**src/hdl/pwm_duty_soft_ramp_core_assert.svh**
```systemverilog
// Assertion macros for the soft-ramp duty controller.
`ifndef PWM_DUTY_SOFT_RAMP_CORE_ASSERT_SVH
`define PWM_DUTY_SOFT_RAMP_CORE_ASSERT_SVH
`ifndef SYNTHESIS
// Antecedent implies consequent in the same cycle.
`define PDSR_ASSERT_IMP(label, ant, cons) \
   label: assert property (@(posedge clock) disable iff (reset) (ant) |-> (cons)) \
      else $error("pdsr: same-cycle check failed");
// Antecedent implies consequent in the next cycle.
`define PDSR_ASSERT_NXT(label, ant, cons) \
   label: assert property (@(posedge clock) disable iff (reset) (ant) |=> (cons)) \
      else $error("pdsr: next-cycle check failed");
`else
`define PDSR_ASSERT_IMP(label, ant, cons)
`define PDSR_ASSERT_NXT(label, ant, cons)
`endif
`endif

```
**src/hdl/pdsr_pkg.sv**
```systemverilog
// Shared types and constants for the soft-ramp duty controller.
package pdsr_pkg;

   localparam int DUTY_W  = 14;
   localparam int RAW_W   = 15;
   localparam int RES_W   = 4;
   localparam int PROD_W  = 29;
   localparam int DIV_STEPS = PROD_W;
   localparam int CNT_W   = $clog2(DIV_STEPS);

   // raw duty = product / 10000 = (product >> 4) / 625, by reciprocal multiply;
   // exact for every product below 2^29
   localparam int SCALE_PRE = 4;
   localparam int RECIP_W   = 26;
   localparam int RECIP_SH  = 35;
   localparam int SCALE_W   = PROD_W - SCALE_PRE + RECIP_W;
   localparam logic [RECIP_W-1:0] RECIP_625 = 26'd54975582;

   localparam logic [DUTY_W-1:0] DUTY_FULL     = 14'd10000;
   localparam logic [DUTY_W-1:0] RAMP_MIN_STEP = 14'd10;
   localparam logic [DUTY_W-1:0] TICK_MAX      = 14'd16383;
   localparam logic [DUTY_W-1:0] MIN_DUTY_RST  = 14'd0;
   localparam logic [DUTY_W-1:0] MAX_DUTY_RST  = 14'd10000;
   localparam logic [DUTY_W-1:0] RAMP_TIME_RST = 14'd0;
   localparam logic [RES_W-1:0]  RES_BITS_RST  = 4'd10;

   typedef enum logic [1:0] {
      CMD_SET  = 2'd0,
      CMD_TICK = 2'd1,
      CMD_STOP = 2'd2,
      CMD_NOP  = 2'd3
   } cmd_type;

   typedef enum logic [1:0] {
      REG_MIN_DUTY  = 2'd0,
      REG_MAX_DUTY  = 2'd1,
      REG_RAMP_TIME = 2'd2,
      REG_RES_BITS  = 2'd3
   } reg_index_type;

   typedef enum logic [2:0] {
      ST_IDLE,
      ST_APPLY,
      ST_MUL_Q,
      ST_DIV_Q,
      ST_FIX_Q,
      ST_MUL_R,
      ST_SEND
   } state_type;

   typedef struct packed {
      logic accept;
      logic apply;
      logic mul_q;
      logic div_step;
      logic fix_q;
      logic mul_r;
      logic load_out;
   } ctl_type;

   typedef struct packed {
      logic ramp_step;
   } status_type;

endpackage

```
**src/hdl/pdsr_ctrl.sv**
```systemverilog
// Sequencer for the soft-ramp duty controller: handshakes and step control.
module pdsr_ctrl (
   input  logic                 clock,
   input  logic                 reset,
   input  logic                 req_tvalid,
   output logic                 req_tready,
   output logic                 rsp_tvalid,
   input  logic                 rsp_tready,
   input  pdsr_pkg::status_type status,
   output pdsr_pkg::ctl_type    ctl
);
   import pdsr_pkg::*;

   state_type        state_ff, state_in;
   logic [CNT_W-1:0] cnt_ff, cnt_in;
   logic             rsp_valid_ff, rsp_valid_in;
   logic             slot_free;
   logic             cnt_last;

   assign slot_free = !rsp_valid_ff || rsp_tready;
   assign cnt_last  = (cnt_ff == CNT_W'(DIV_STEPS - 1));

   always_comb begin
      state_in = state_ff;
      case (state_ff)
         ST_IDLE:  if (req_tvalid) state_in = ST_APPLY;
         ST_APPLY: state_in = status.ramp_step ? ST_MUL_Q : ST_MUL_R;
         ST_MUL_Q: state_in = ST_DIV_Q;
         ST_DIV_Q: if (cnt_last) state_in = ST_FIX_Q;
         ST_FIX_Q: state_in = ST_MUL_R;
         ST_MUL_R: state_in = ST_SEND;
         ST_SEND:  if (slot_free) state_in = ST_IDLE;
         default:  state_in = ST_IDLE;
      endcase
   end

   always_comb begin
      ctl        = '0;
      req_tready = 1'b0;
      cnt_in     = cnt_ff;
      case (state_ff)
         ST_IDLE: begin
            req_tready = 1'b1;
            ctl.accept = req_tvalid;
         end
         ST_APPLY: ctl.apply = 1'b1;
         ST_MUL_Q: begin
            ctl.mul_q = 1'b1;
            cnt_in    = '0;
         end
         ST_DIV_Q: begin
            ctl.div_step = 1'b1;
            cnt_in       = cnt_ff + CNT_W'(1);
         end
         ST_FIX_Q: ctl.fix_q = 1'b1;
         ST_MUL_R: ctl.mul_r = 1'b1;
         ST_SEND: ctl.load_out = slot_free;
         default: ctl = '0;
      endcase
   end

   always_comb begin
      if (ctl.load_out) begin
         rsp_valid_in = 1'b1;
      end else if (rsp_tready) begin
         rsp_valid_in = 1'b0;
      end else begin
         rsp_valid_in = rsp_valid_ff;
      end
   end

   assign rsp_tvalid = rsp_valid_ff;

   always_ff @(posedge clock) begin
      if (reset) begin
         state_ff     <= ST_IDLE;
         cnt_ff       <= '0;
         rsp_valid_ff <= 1'b0;
      end else begin
         state_ff     <= state_in;
         cnt_ff       <= cnt_in;
         rsp_valid_ff <= rsp_valid_in;
      end
   end

endmodule

```
**src/hdl/pdsr_datapath.sv**
```systemverilog
// Duty state, configuration registers, shared multiplier, divider and reciprocal scaling.
module pdsr_datapath (
   input  logic                 clock,
   input  logic                 reset,
   input  logic                 csr_we,
   input  logic [1:0]           csr_addr,
   input  logic [13:0]          csr_wdata,
   input  logic [15:0]          req_tdata,
   input  logic [1:0]           req_tuser,
   input  pdsr_pkg::ctl_type    ctl,
   output pdsr_pkg::status_type status,
   output logic [47:0]          rsp_tdata
);
   import pdsr_pkg::*;

   // configuration
   logic [DUTY_W-1:0] min_duty_ff, max_duty_ff, ramp_time_ff;
   logic [RES_W-1:0]  res_bits_ff;

   // duty state
   logic [DUTY_W-1:0] present_ff, present_in;
   logic [DUTY_W-1:0] goal_ff, goal_in;
   logic [DUTY_W-1:0] origin_ff, origin_in;
   logic [DUTY_W-1:0] elapsed_ff, elapsed_in;
   logic              ramping_ff, ramping_in;

   // latched item
   cmd_type           cmd_ff;
   logic [DUTY_W-1:0] req_ff;

   // divider
   logic [PROD_W-1:0] quo_ff;
   logic [DUTY_W-1:0] rem_ff;
   logic [DUTY_W-1:0] dvs_ff;
   logic [DUTY_W:0]   trial;
   logic              trial_ge;
   logic [DUTY_W:0]   trial_sub;

   // scaling to the counter resolution
   logic [SCALE_W-1:0] scale_prod;

   logic [47:0]       out_ff;

   logic [DUTY_W-1:0] clamp_v;
   logic [DUTY_W-1:0] set_diff;
   logic [DUTY_W-1:0] elapsed_step;
   logic              ramp_down;
   logic [DUTY_W-1:0] ramp_mag;
   logic [DUTY_W-1:0] quo_lo;
   logic [15:0]       top_wide;
   logic [RAW_W-1:0]  top_val;

   always_ff @(posedge clock) begin
      if (reset) begin
         min_duty_ff  <= MIN_DUTY_RST;
         max_duty_ff  <= MAX_DUTY_RST;
         ramp_time_ff <= RAMP_TIME_RST;
         res_bits_ff  <= RES_BITS_RST;
      end else if (csr_we) begin
         case (reg_index_type'(csr_addr))
            REG_MIN_DUTY:  min_duty_ff  <= csr_wdata;
            REG_MAX_DUTY:  max_duty_ff  <= csr_wdata;
            REG_RAMP_TIME: ramp_time_ff <= csr_wdata;
            REG_RES_BITS:  res_bits_ff  <= csr_wdata[RES_W-1:0];
            default:       res_bits_ff  <= res_bits_ff;
         endcase
      end
   end

   always_ff @(posedge clock) begin
      if (ctl.accept) begin
         cmd_ff <= cmd_type'(req_tuser);
         req_ff <= req_tdata[DUTY_W-1:0];
      end
   end

   // clamp: max first, then min, then full scale
   always_comb begin
      clamp_v = req_ff;
      if (clamp_v > max_duty_ff) clamp_v = max_duty_ff;
      if (clamp_v < min_duty_ff) clamp_v = min_duty_ff;
      if (clamp_v > DUTY_FULL)   clamp_v = DUTY_FULL;
   end

   assign set_diff     = (clamp_v > present_ff) ? clamp_v - present_ff : present_ff - clamp_v;
   assign elapsed_step = (elapsed_ff < TICK_MAX) ? elapsed_ff + DUTY_W'(1) : elapsed_ff;
   assign ramp_down    = goal_ff < origin_ff;
   assign ramp_mag     = ramp_down ? origin_ff - goal_ff : goal_ff - origin_ff;
   assign quo_lo       = quo_ff[DUTY_W-1:0];
   assign top_wide     = (16'd1 << res_bits_ff) - 16'd1;
   assign top_val      = top_wide[RAW_W-1:0];

   assign status.ramp_step = (cmd_ff == CMD_TICK) && ramping_ff && (elapsed_step < ramp_time_ff);

   always_comb begin
      present_in = present_ff;
      goal_in    = goal_ff;
      origin_in  = origin_ff;
      elapsed_in = elapsed_ff;
      ramping_in = ramping_ff;
      if (ctl.apply) begin
         case (cmd_ff)
            CMD_SET: begin
               goal_in = clamp_v;
               if ((ramp_time_ff != '0) && (set_diff > RAMP_MIN_STEP)) begin
                  origin_in  = present_ff;
                  elapsed_in = '0;
                  ramping_in = 1'b1;
               end else begin
                  present_in = clamp_v;
               end
            end
            CMD_TICK: begin
               if (ramping_ff) begin
                  elapsed_in = elapsed_step;
                  if (elapsed_step >= ramp_time_ff) begin
                     present_in = goal_ff;
                     ramping_in = 1'b0;
                  end
               end
            end
            CMD_STOP: begin
               present_in = '0;
               goal_in    = '0;
               elapsed_in = '0;
               ramping_in = 1'b0;
            end
            default: ramping_in = ramping_ff;
         endcase
      end else if (ctl.fix_q) begin
         present_in = ramp_down ? origin_ff - quo_lo : origin_ff + quo_lo;
      end
   end

   always_ff @(posedge clock) begin
      if (reset) begin
         present_ff <= '0;
         goal_ff    <= '0;
         origin_ff  <= '0;
         elapsed_ff <= '0;
         ramping_ff <= 1'b0;
      end else begin
         present_ff <= present_in;
         goal_ff    <= goal_in;
         origin_ff  <= origin_in;
         elapsed_ff <= elapsed_in;
         ramping_ff <= ramping_in;
      end
   end

   // one quotient bit per step
   assign trial     = {rem_ff, quo_ff[PROD_W-1]};
   assign trial_ge  = trial >= {1'b0, dvs_ff};
   assign trial_sub = trial - {1'b0, dvs_ff};

   always_ff @(posedge clock) begin
      if (ctl.mul_q) begin
         quo_ff <= PROD_W'(ramp_mag) * PROD_W'(elapsed_ff);
         rem_ff <= '0;
         dvs_ff <= ramp_time_ff;
      end else if (ctl.mul_r) begin
         quo_ff <= PROD_W'(present_ff) * PROD_W'(top_val);
      end else if (ctl.div_step) begin
         quo_ff <= {quo_ff[PROD_W-2:0], trial_ge};
         rem_ff <= trial_ge ? trial_sub[DUTY_W-1:0] : trial[DUTY_W-1:0];
      end
   end

   // divide the scaled duty by full scale: drop the factor 16, multiply by 1/625
   assign scale_prod = SCALE_W'(quo_ff[PROD_W-1:SCALE_PRE]) * SCALE_W'(RECIP_625);

   always_ff @(posedge clock) begin
      if (ctl.load_out) begin
         out_ff <= {4'd0, ramping_ff, goal_ff, present_ff, scale_prod[RECIP_SH +: RAW_W]};
      end
   end

   assign rsp_tdata = out_ff;

endmodule

```
**src/hdl/pwm_duty_soft_ramp_core.sv**
```systemverilog
// Top level of the soft-ramp duty controller.
//
// Usage: one transaction on req_ carries a command in req_tuser (set duty,
// one-millisecond tick, emergency stop, no-op) and a requested duty in req_tdata.
// Every accepted transaction yields exactly one transaction on rsp_ with the
// PWM compare value, the applied duty, the target duty and the ramp flag.
// Duty values are in hundredths of a percent.
// Set, stop and ticks that end or skip a ramp pass apply, the scaling
// multiply and send; a tick inside a running ramp interpolates in between by
// a multiply, a restoring divider that retires one quotient bit per cycle
// over 29 steps and an update of the applied duty. Scaling to the counter
// resolution multiplies by the top value, then by the full-scale reciprocal.
// One transaction at a time; the next is taken in the cycle after the load.
// The result sits in an output register: a new request is taken while an
// earlier result still waits, and a stalled rsp_tready holds the last
// result and only delays the next one at its final step.
// Reset (synchronous) clears duty, goal, ramp state and loads the register
// defaults: min 0, max 10000, ramp time 0, resolution 10 bits.
// Write csr_ registers only while no transaction is in flight.
`include "pwm_duty_soft_ramp_core_assert.svh"
module pwm_duty_soft_ramp_core (
   input  logic        clock,
   input  logic        reset,
   // request channel
   input  logic        req_tvalid,
   output logic        req_tready,
   input  logic [15:0] req_tdata,   // [13:0] duty_request, [15:14] zero
   input  logic [1:0]  req_tuser,   // [1:0] cmd
   // result channel
   output logic        rsp_tvalid,
   input  logic        rsp_tready,
   output logic [47:0] rsp_tdata,   // [14:0] raw_duty, [28:15] duty_now,
                                    // [42:29] duty_goal, [43] ramp_active, [47:44] zero
   // configuration writes
   input  logic        csr_we,
   input  logic [1:0]  csr_addr,
   input  logic [13:0] csr_wdata
);
   import pdsr_pkg::*;

   ctl_type    ctl;
   status_type status;

   // sequencer: handshakes, step order, divider step count
   pdsr_ctrl u_ctrl (
      .clock      (clock),
      .reset      (reset),
      .req_tvalid (req_tvalid),
      .req_tready (req_tready),
      .rsp_tvalid (rsp_tvalid),
      .rsp_tready (rsp_tready),
      .status     (status),
      .ctl        (ctl)
   );

   // state, clamp, interpolation and scaling arithmetic
   pdsr_datapath u_datapath (
      .clock     (clock),
      .reset     (reset),
      .csr_we    (csr_we),
      .csr_addr  (csr_addr),
      .csr_wdata (csr_wdata),
      .req_tdata (req_tdata),
      .req_tuser (req_tuser),
      .ctl       (ctl),
      .status    (status),
      .rsp_tdata (rsp_tdata)
   );

   // busy right after a transaction is taken
   `PDSR_ASSERT_NXT(a_busy_after_accept, req_tvalid && req_tready, !req_tready)
   // applied duty never leaves full scale
   `PDSR_ASSERT_IMP(a_duty_now_range, rsp_tvalid, rsp_tdata[28:15] <= DUTY_FULL)
   // target duty never leaves full scale
   `PDSR_ASSERT_IMP(a_duty_goal_range, rsp_tvalid, rsp_tdata[42:29] <= DUTY_FULL)

endmodule
```
**config.mk**
```make
export PLATFORM = sky130hd
export DESIGN_NAME = pwm_duty_soft_ramp_core
export DESIGN_NICKNAME = d
export VERILOG_FILES = /design/src/hdl/pdsr_pkg.sv /design/src/hdl/pdsr_ctrl.sv /design/src/hdl/pdsr_datapath.sv /design/src/hdl/pwm_duty_soft_ramp_core.sv
export VERILOG_INCLUDE_DIRS = /design/src /design/src/hdl
export SDC_FILE = /design/constraint.sdc
export NUM_CORES = 2
export LEC_CHECK = 0
export ABC_AREA = 1
export BUFFER_PORTS_ARGS = -buffer_cell sky130_fd_sc_hd__buf_2
export CAP_MARGIN = 0
export CELL_PAD_IN_SITES_DETAIL_PLACEMENT = 0
export CELL_PAD_IN_SITES_GLOBAL_PLACEMENT = 1
export CORE_MARGIN = 4
export CORE_UTILIZATION = 51
export CTS_BUF_LIST = sky130_fd_sc_hd__clkbuf_8
export CTS_CLUSTER_DIAMETER = 80
export DETAILED_ROUTE_END_ITERATION = 12
export GPL_TIMING_DRIVEN = 0
export HOLD_SLACK_MARGIN = 0.08
export MAX_ROUTING_LAYER = met4
export PLACE_DENSITY = 0.89
export SLEW_MARGIN = 25
export SYNTH_ARGS = -nofsm -noshare
export SYNTH_HDL_FRONTEND = slang
export SYNTH_SLANG_ARGS = --single-unit
```
**constraint.sdc**
```tcl
create_clock -name clock -period 10.8 [get_ports clock]
set_clock_uncertainty 0.2 [all_clocks]
set_input_delay 1.08 -clock clock [delete_from_list [all_inputs] [get_ports clock]]
set_output_delay 1.08 -clock clock [all_outputs]
set_load 0.02 [all_outputs]
```
# Yosys cells after proc, flatten, opt, wreduce, memory -nomap -nowiden
# Index checks and enable logic that the tools add are counted.
classes:
  reduce_logical: 27
  order_cmp: 10
  add_sub_neg: 10
  eq_ne: 21
  multipliers: 3
  n_mux: 41
  shifts: 1
  bitwise: 1
op_table:
  columns: ["op", "n"]
  rows:
  - ["$mux W14", 15]
  - ["$pmux W14 S3", 2]
  - ["$sub A14 B14 Y14", 6]
  - ["$mux W29", 2]
  - ["$mul A25 B25 Y49 const B", 1]
  - ["$lt A14 B14 Y1", 3]
  - ["$mul A14 B15 Y29", 1]
  - ["$gt A14 B14 Y1", 2]
  - ["$mul A14 B14 Y28", 1]
  - ["$mux W28", 1]
  - ["$pmux W14 S2", 1]
  - ["$pmux W3 S7", 1]
  - ["$ge A15 B14 Y1", 1]
  - ["$shl A1 B4 Y15 const A", 1]
  - ["$sub A15 B1 Y15 const B", 1]
  - ["$add A14 B1 Y14 const B", 1]
  - ["$add A14 B14 Y14", 1]
  - ["$ge A14 B14 Y1", 1]
  - ["$gt A14 B14 Y1 const B", 1]
  - ["$gt A14 B4 Y1 const B", 1]
  - ["$lt A14 B14 Y1 const B", 1]
  - ["$reduce_bool A14 Y1", 1]
  - ["$mux W1", 13]
  - ["$mux W3", 4]
  - ["26 further kinds", 51]
totals:
  word_cells: 133
  reg_bits: 229

# Logic depth before layout (Yosys ltp)
logic_depth:
  ltp_word: 13
  mapped_depth: 56

# Cells and area by module
# Synthesis repeated with hierarchy kept, for this count alone.
unflattened:
  hier_cells: 4775
  hier_area_um2: 39400.3
modules_own_cells:
  columns: ["mod", "seq_area_each_um2", "instances", "area_each_um2", "cells_per_inst"]
  rows:
  - ["pdsr_datapath", 5425.2, 1, 38828.5, 4689]
  - ["pdsr_ctrl", 180.2, 1, 571.8, 86]

# Worst setup path after synthesis
# Ideal clock, no wire load.
synth_timing:
  kind: "reg-to-reg"
  start: "register u_datapath.origin_ff[1]"
  end: "register u_datapath.quo_ff[26] (data pin)"
  path_stages_with_launch: 43
  period_less_slack_ns: 8.182
  setup_ns: 0.263
  n_path_buf: 1
  slack_ns: 2.618
  arrival_ns: 7.719
  required_ns: 10.337
  cell_sequence: "dfxtp_1 > inv_1 > fa_1 > a21oi_1 > inv_1 > nand3_1 > nand2_1 > inv_1 > clkbuf_1 > nand2_1 > nand2_1 > clkinv_1 > nand2_1 > fa_1 > inv_1 > fa_1 > fa_1 > inv_1 > (+7 left out) > inv_1 > o21ai_0 > nand3_1 > nand2_1 > a31oi_1 > o21ai_0 > a21oi_1 > nor2_1 > or2_2 > a21oi_1 > o21ai_0 > nand3_1 > nand2_1 > nand3_1 > nand2_1 > nand2_1 > nand2_1 > o21ai_0"
synth_via:
  elab_chain_cells: 4
synth_rtl:
  columns: ["element", "line", "text"]
  rows:
  - ["start, declared", "pdsr_datapath.sv:23", "logic [DUTY_W-1:0] origin_ff, origin_in;"]
  - ["start signal, assigned", "pdsr_datapath.sv:145", "origin_ff <= origin_in;"]
  - ["$sub A14 B14 Y14 or $lt A14 B14 Y1 (tied branches)", "pdsr_datapath.sv:88, pdsr_datapath.sv:87", null]
  - ["$mux W14 (*)", "pdsr_datapath.sv:88", "assign ramp_mag = ramp_down ? origin_ff - goal_ff : goal_ff - origin_ff;"]
  - ["$mul A14 B14 Y28 (*)", "pdsr_datapath.sv:158", "quo_ff <= PROD_W'(ramp_mag) * PROD_W'(elapsed_ff);"]
  - ["$mux W28 (*)", "pdsr_datapath.sv:157", "if (ctl.mul_q) begin"]
  - ["end signal, assigned", "pdsr_datapath.sv:158", null]
  - ["end signal, assigned", "pdsr_datapath.sv:162", "quo_ff <= PROD_W'(present_ff) * PROD_W'(top_val);"]
  - ["end signal, assigned", "pdsr_datapath.sv:164", "quo_ff <= {quo_ff[PROD_W-2:0], trial_ge};"]
  - ["end, declared", "pdsr_datapath.sv:32", "logic [PROD_W-1:0] quo_ff;"]
# Mark *: on every way between the ends. The rest lies on a longest branch, timed or not.
# A chain may end at the register's enable or synchronous reset.

# Worst setup path in the final report
layout_timing:
  start: "register u_datapath.goal_ff[5]"
  end: "register u_datapath.quo_ff[26] (data pin)"
layout_via:
  elab_chain_cells: 4
layout_rtl:
  columns: ["element", "line", "text"]
  rows:
  - ["start, declared", "pdsr_datapath.sv:22", "logic [DUTY_W-1:0] goal_ff, goal_in;"]
  - ["start signal, assigned", "pdsr_datapath.sv:144", "goal_ff <= goal_in;"]
  - ["$sub A14 B14 Y14 or $lt A14 B14 Y1 (tied branches)", "pdsr_datapath.sv:88, pdsr_datapath.sv:87", null]
  - ["$mux W14 (*)", "pdsr_datapath.sv:88", null]
  - ["$mul A14 B14 Y28 (*)", "pdsr_datapath.sv:158", null]
  - ["$mux W28 (*)", "pdsr_datapath.sv:157", null]
# Marked as above.

==> results.json <==
{
  "area.growth.synth_to_final_pct": 6.86,
  "ys.warnings.count": 0,
  "hold_path_startpoint": "u_datapath.ramp_time_ff[10]",
  "critical_path.slowest_cell": "fa_1",
  "fp.dieArea_um2": 80700,
  "timing.critical_path.required_ns": 10.96,
  "cts-buffers-inserted": 42,
  "design.core.area_um2": 74900,
  "worst-r2r-setup-slack_ns": 0.86,
  "run_status": "finished clean",
  "clk_path_buf_depth": 3,
  "sum_neg_setup_slack_ns": 0,
  "crit_type": "flop to flop",
  "placed_cells": 5724,
  "antenna_violations_before_repair": 1,
  "cp_common_cell": "nand2_1",
  "port-buffer-count": 81,
  "synth-async-reset-ratio_pct": 0,
  "min_period_over_period_pct": 92.1,
  "cts.htree.levels": 2,
  "max-cap-violations": 0,
  "post_place_worst_slack_ns": 0.587,
  "violation_count_after_the_first_detailed_routing_iteration": 2190,
  "layout.cells.most_common": "inv_1",
  "final-max-slew-violation-count": 0,
  "ant_nets": 0,
  "cts.hold.buffers_added": 0,
  "timing.rr.start": "u_datapath.goal_ff[5]",
  "netlist.top_cell.by_area": "fa_1",
  "critPathLaunchType": "flop",
  "die-width_um": 284,
  "combined_global_route_utilization_of_all_metal_layers_pct": 28.1,
  "dp_hpwl_um": 93500,
  "detailedRoute.firstPassIterationCount": 5,
  "finalWorstPathRequiredPeriod_ns": 9.94,
  "clk_transition_reported_paths_ns": 0.06,
  "drt_drc_violations_left": 0,
  "clk-insertion-delay-late_ns": 0.65,
  "postSynth.topFlopCell": "dfxtp_1",
  "via_per_inst": 5.37,
  "critical_path.endpoint_type": "flop",
  "cell_count_of_the_worst_reg_to_reg_path": 44,
  "post_route_cells_drive_above_1_share_pct": 5.48,
  "detailroute.via_count": 31200,
  "cts_tree": "done",
  "clock.fmax_mhz": 101,
  "holdPathStages": 0,
  "timing.critical_path.slowest_cell_delay_ns": 0.53,
  "yosys.cell_types.count": 67,
  "whs_ns": 0.237,
  "crit-reg2reg-capture": "u_datapath.quo_ff[26]",
  "tightest_slew_ns": 1.09,
  "io_pins": 89,
  "post_synthesis_cell_area_um2": 38900,
  "post_synth_main_area_contributors": "fa_1 (30%), ha_1 (18%), inv_1 (10%)",
  "finalHoldViolations": 0,
  "die_y_um": 284,
  "hold_end": "u_datapath.dvs_ff[10]",
  "worstPathMaxFanout": 10,
  "layout_common_cells": "inv_1 (1091), nand2_1 (767), fa_1 (574)",
  "crit_family": "adder cells",
  "arrival_time_of_data_at_the_critical_path_endpoint_ns": 10.10,
  "synth-edff-count": 102,
  "route.detailed.wl_per_inst_um": 18.9,
  "routed_wirelength_um": 110000,
  "grt_max_degree": 30,
  "vias_in_the_first_global_route": 31800,
  "post_synth_inst_count": 4663,
  "std_cell_rows": 100,
  "clock_sink_total": 229,
  "hp-class": "flop to flop",
  "timing.final.setup_violations": 0,
  "initial_core_util_pct": 51.8,
  "layout.nets": 5978,
  "synth.ff_latch_count": 229,
  "wire_length_of_the_first_global_routing_pass_um": 175000,
  "gp_congestion": 1.00,
  "syn_avg_cell_area_um2": 8.33,
  "slew-limit-headroom_pct": 27.3,
  "globalRouteOverflowTotal": 0,
  "worst_slack_ns": 0.857,
  "synth-seq-area-share_pct": 14.4,
  "crit_path_buf_inv_count": 9,
  "finish.cell_count_without_fillers": 5803,
  "synth_top_cell_area_share_pct": 29.6,
  "rsz_0062_raised_after_global_routing": "no",
  "ctsRootBufferMaster": "clkbuf_8"
}
-- kinds of logic (layout without fill, tap and decap cells) --
logic type / Yosys count / count (layout) / share of synthesized area [%]
DFF: 229 / 229 / 14.4
adders and majority gates: 1140 / 1140 / 47.8
and+or+nand+nor: 1323 / 1323 / 14.0
xor gates and xnor gates: 105 / 105 / 2.37
AOI/OAI and AO/OA: 646 / 646 / 9.24
other: 1 / 5 / 0.00965
buffers and inverters: 1219 / 1386 / 12.1
-- synthesized netlist by cell type (18+ instances only) --
master / instances
nand2_2: 22
o221ai_1: 21
clkbuf_1: 80
nand2_1: 769
o211ai_1: 18
ha_1: 566
dfxtp_1: 127
nor2_1: 342
inv_1: 1083
a21oi_1: 302
clkinv_1: 19
nor3_1: 22
xor2_1: 75
nand3_1: 99
xnor2_1: 30
edfxtp_1: 102
fa_1: 574
nand4_1: 33
o21ai_0: 213
-- worst max path at each step --
stage / start / endpoint / slack (ns) / cells after the start
after detailed placement: u_datapath.goal_ff[5] / u_datapath.quo_ff[26] / 0.59 / 44
after CTS: u_datapath.goal_ff[5] / u_datapath.quo_ff[26] / 0.52 / 44
final: u_datapath.goal_ff[5] / u_datapath.quo_ff[26] / 0.86 / 44
after global routing: u_datapath.res_bits_ff[3] / u_datapath.quo_ff[28] / 0.07 / 48
after floorplan: u_datapath.origin_ff[1] / u_datapath.quo_ff[26] / 2.62 / 42
after global placement: u_datapath.goal_ff[5] / u_datapath.quo_ff[26] / 0.65 / 44
-- stage by stage --
stage	utilization [%]	instance area (um^2)
final	55.4	41500
after global routing	55.4	41500
after CTS	55.4	41500
after detailed placement	54.1	40500
after global placement	54.0	40500
after floorplan	-	38900
-- sequential cells by signal (all words and copies together) (netlist names) --
signal and count:
u_ctrl.state_ff 3, u_datapath.rem_ff 14, u_datapath.max_duty_ff 14, u_datapath.req_ff 14, u_datapath.origin_ff 14, u_datapath.rsp_tdata 44
u_datapath.elapsed_ff 14, u_datapath.min_duty_ff 14, u_datapath.dvs_ff 14, u_datapath.ramping_ff 1, u_ctrl.rsp_tvalid 1, u_datapath.cmd_ff 2
u_datapath.goal_ff 14, u_datapath.present_ff 14, u_datapath.quo_ff 29, u_datapath.res_bits_ff 4, u_datapath.ramp_time_ff 14, u_ctrl.cnt_ff 5
-- area by class of cell --
| type | count | area [um^2] |
|---|---|---|
| buffer | 108 | 552 |
| clock inverter | 28 | 253 |
| fill | 7039 | 33400 |
| clock buffer | 50 | 688 |
| multi-input combinational | 3218 | 28600 |
| tap | 969 | 1210 |
| antenna | 1 | 2.50 |
| inverter | 1109 | 4180 |
| timing repair buffer | 91 | 468 |
| sequential | 229 | 5610 |
-- layer usage --
layer  up-vias  global-route usage, %  share of wire (%)
li1      14800                      -                  -
met3       177                   4.31                7.1
met2       998                   44.3                 46
met5         -                      -                  0
met1     15200                   37.9                 44
met4         0                   8.49                3.4
-- repair_timing --
item | 4_1_cts | 5_1_grt
gates resized for setup | 0 | 12
setup buffers | 0 | 2
setup endpoints to repair | 0 | 4
Power is left out: the tool's default activity adds up to more than one toggle a clock period on the data nets, which glitch-free logic cannot reach.
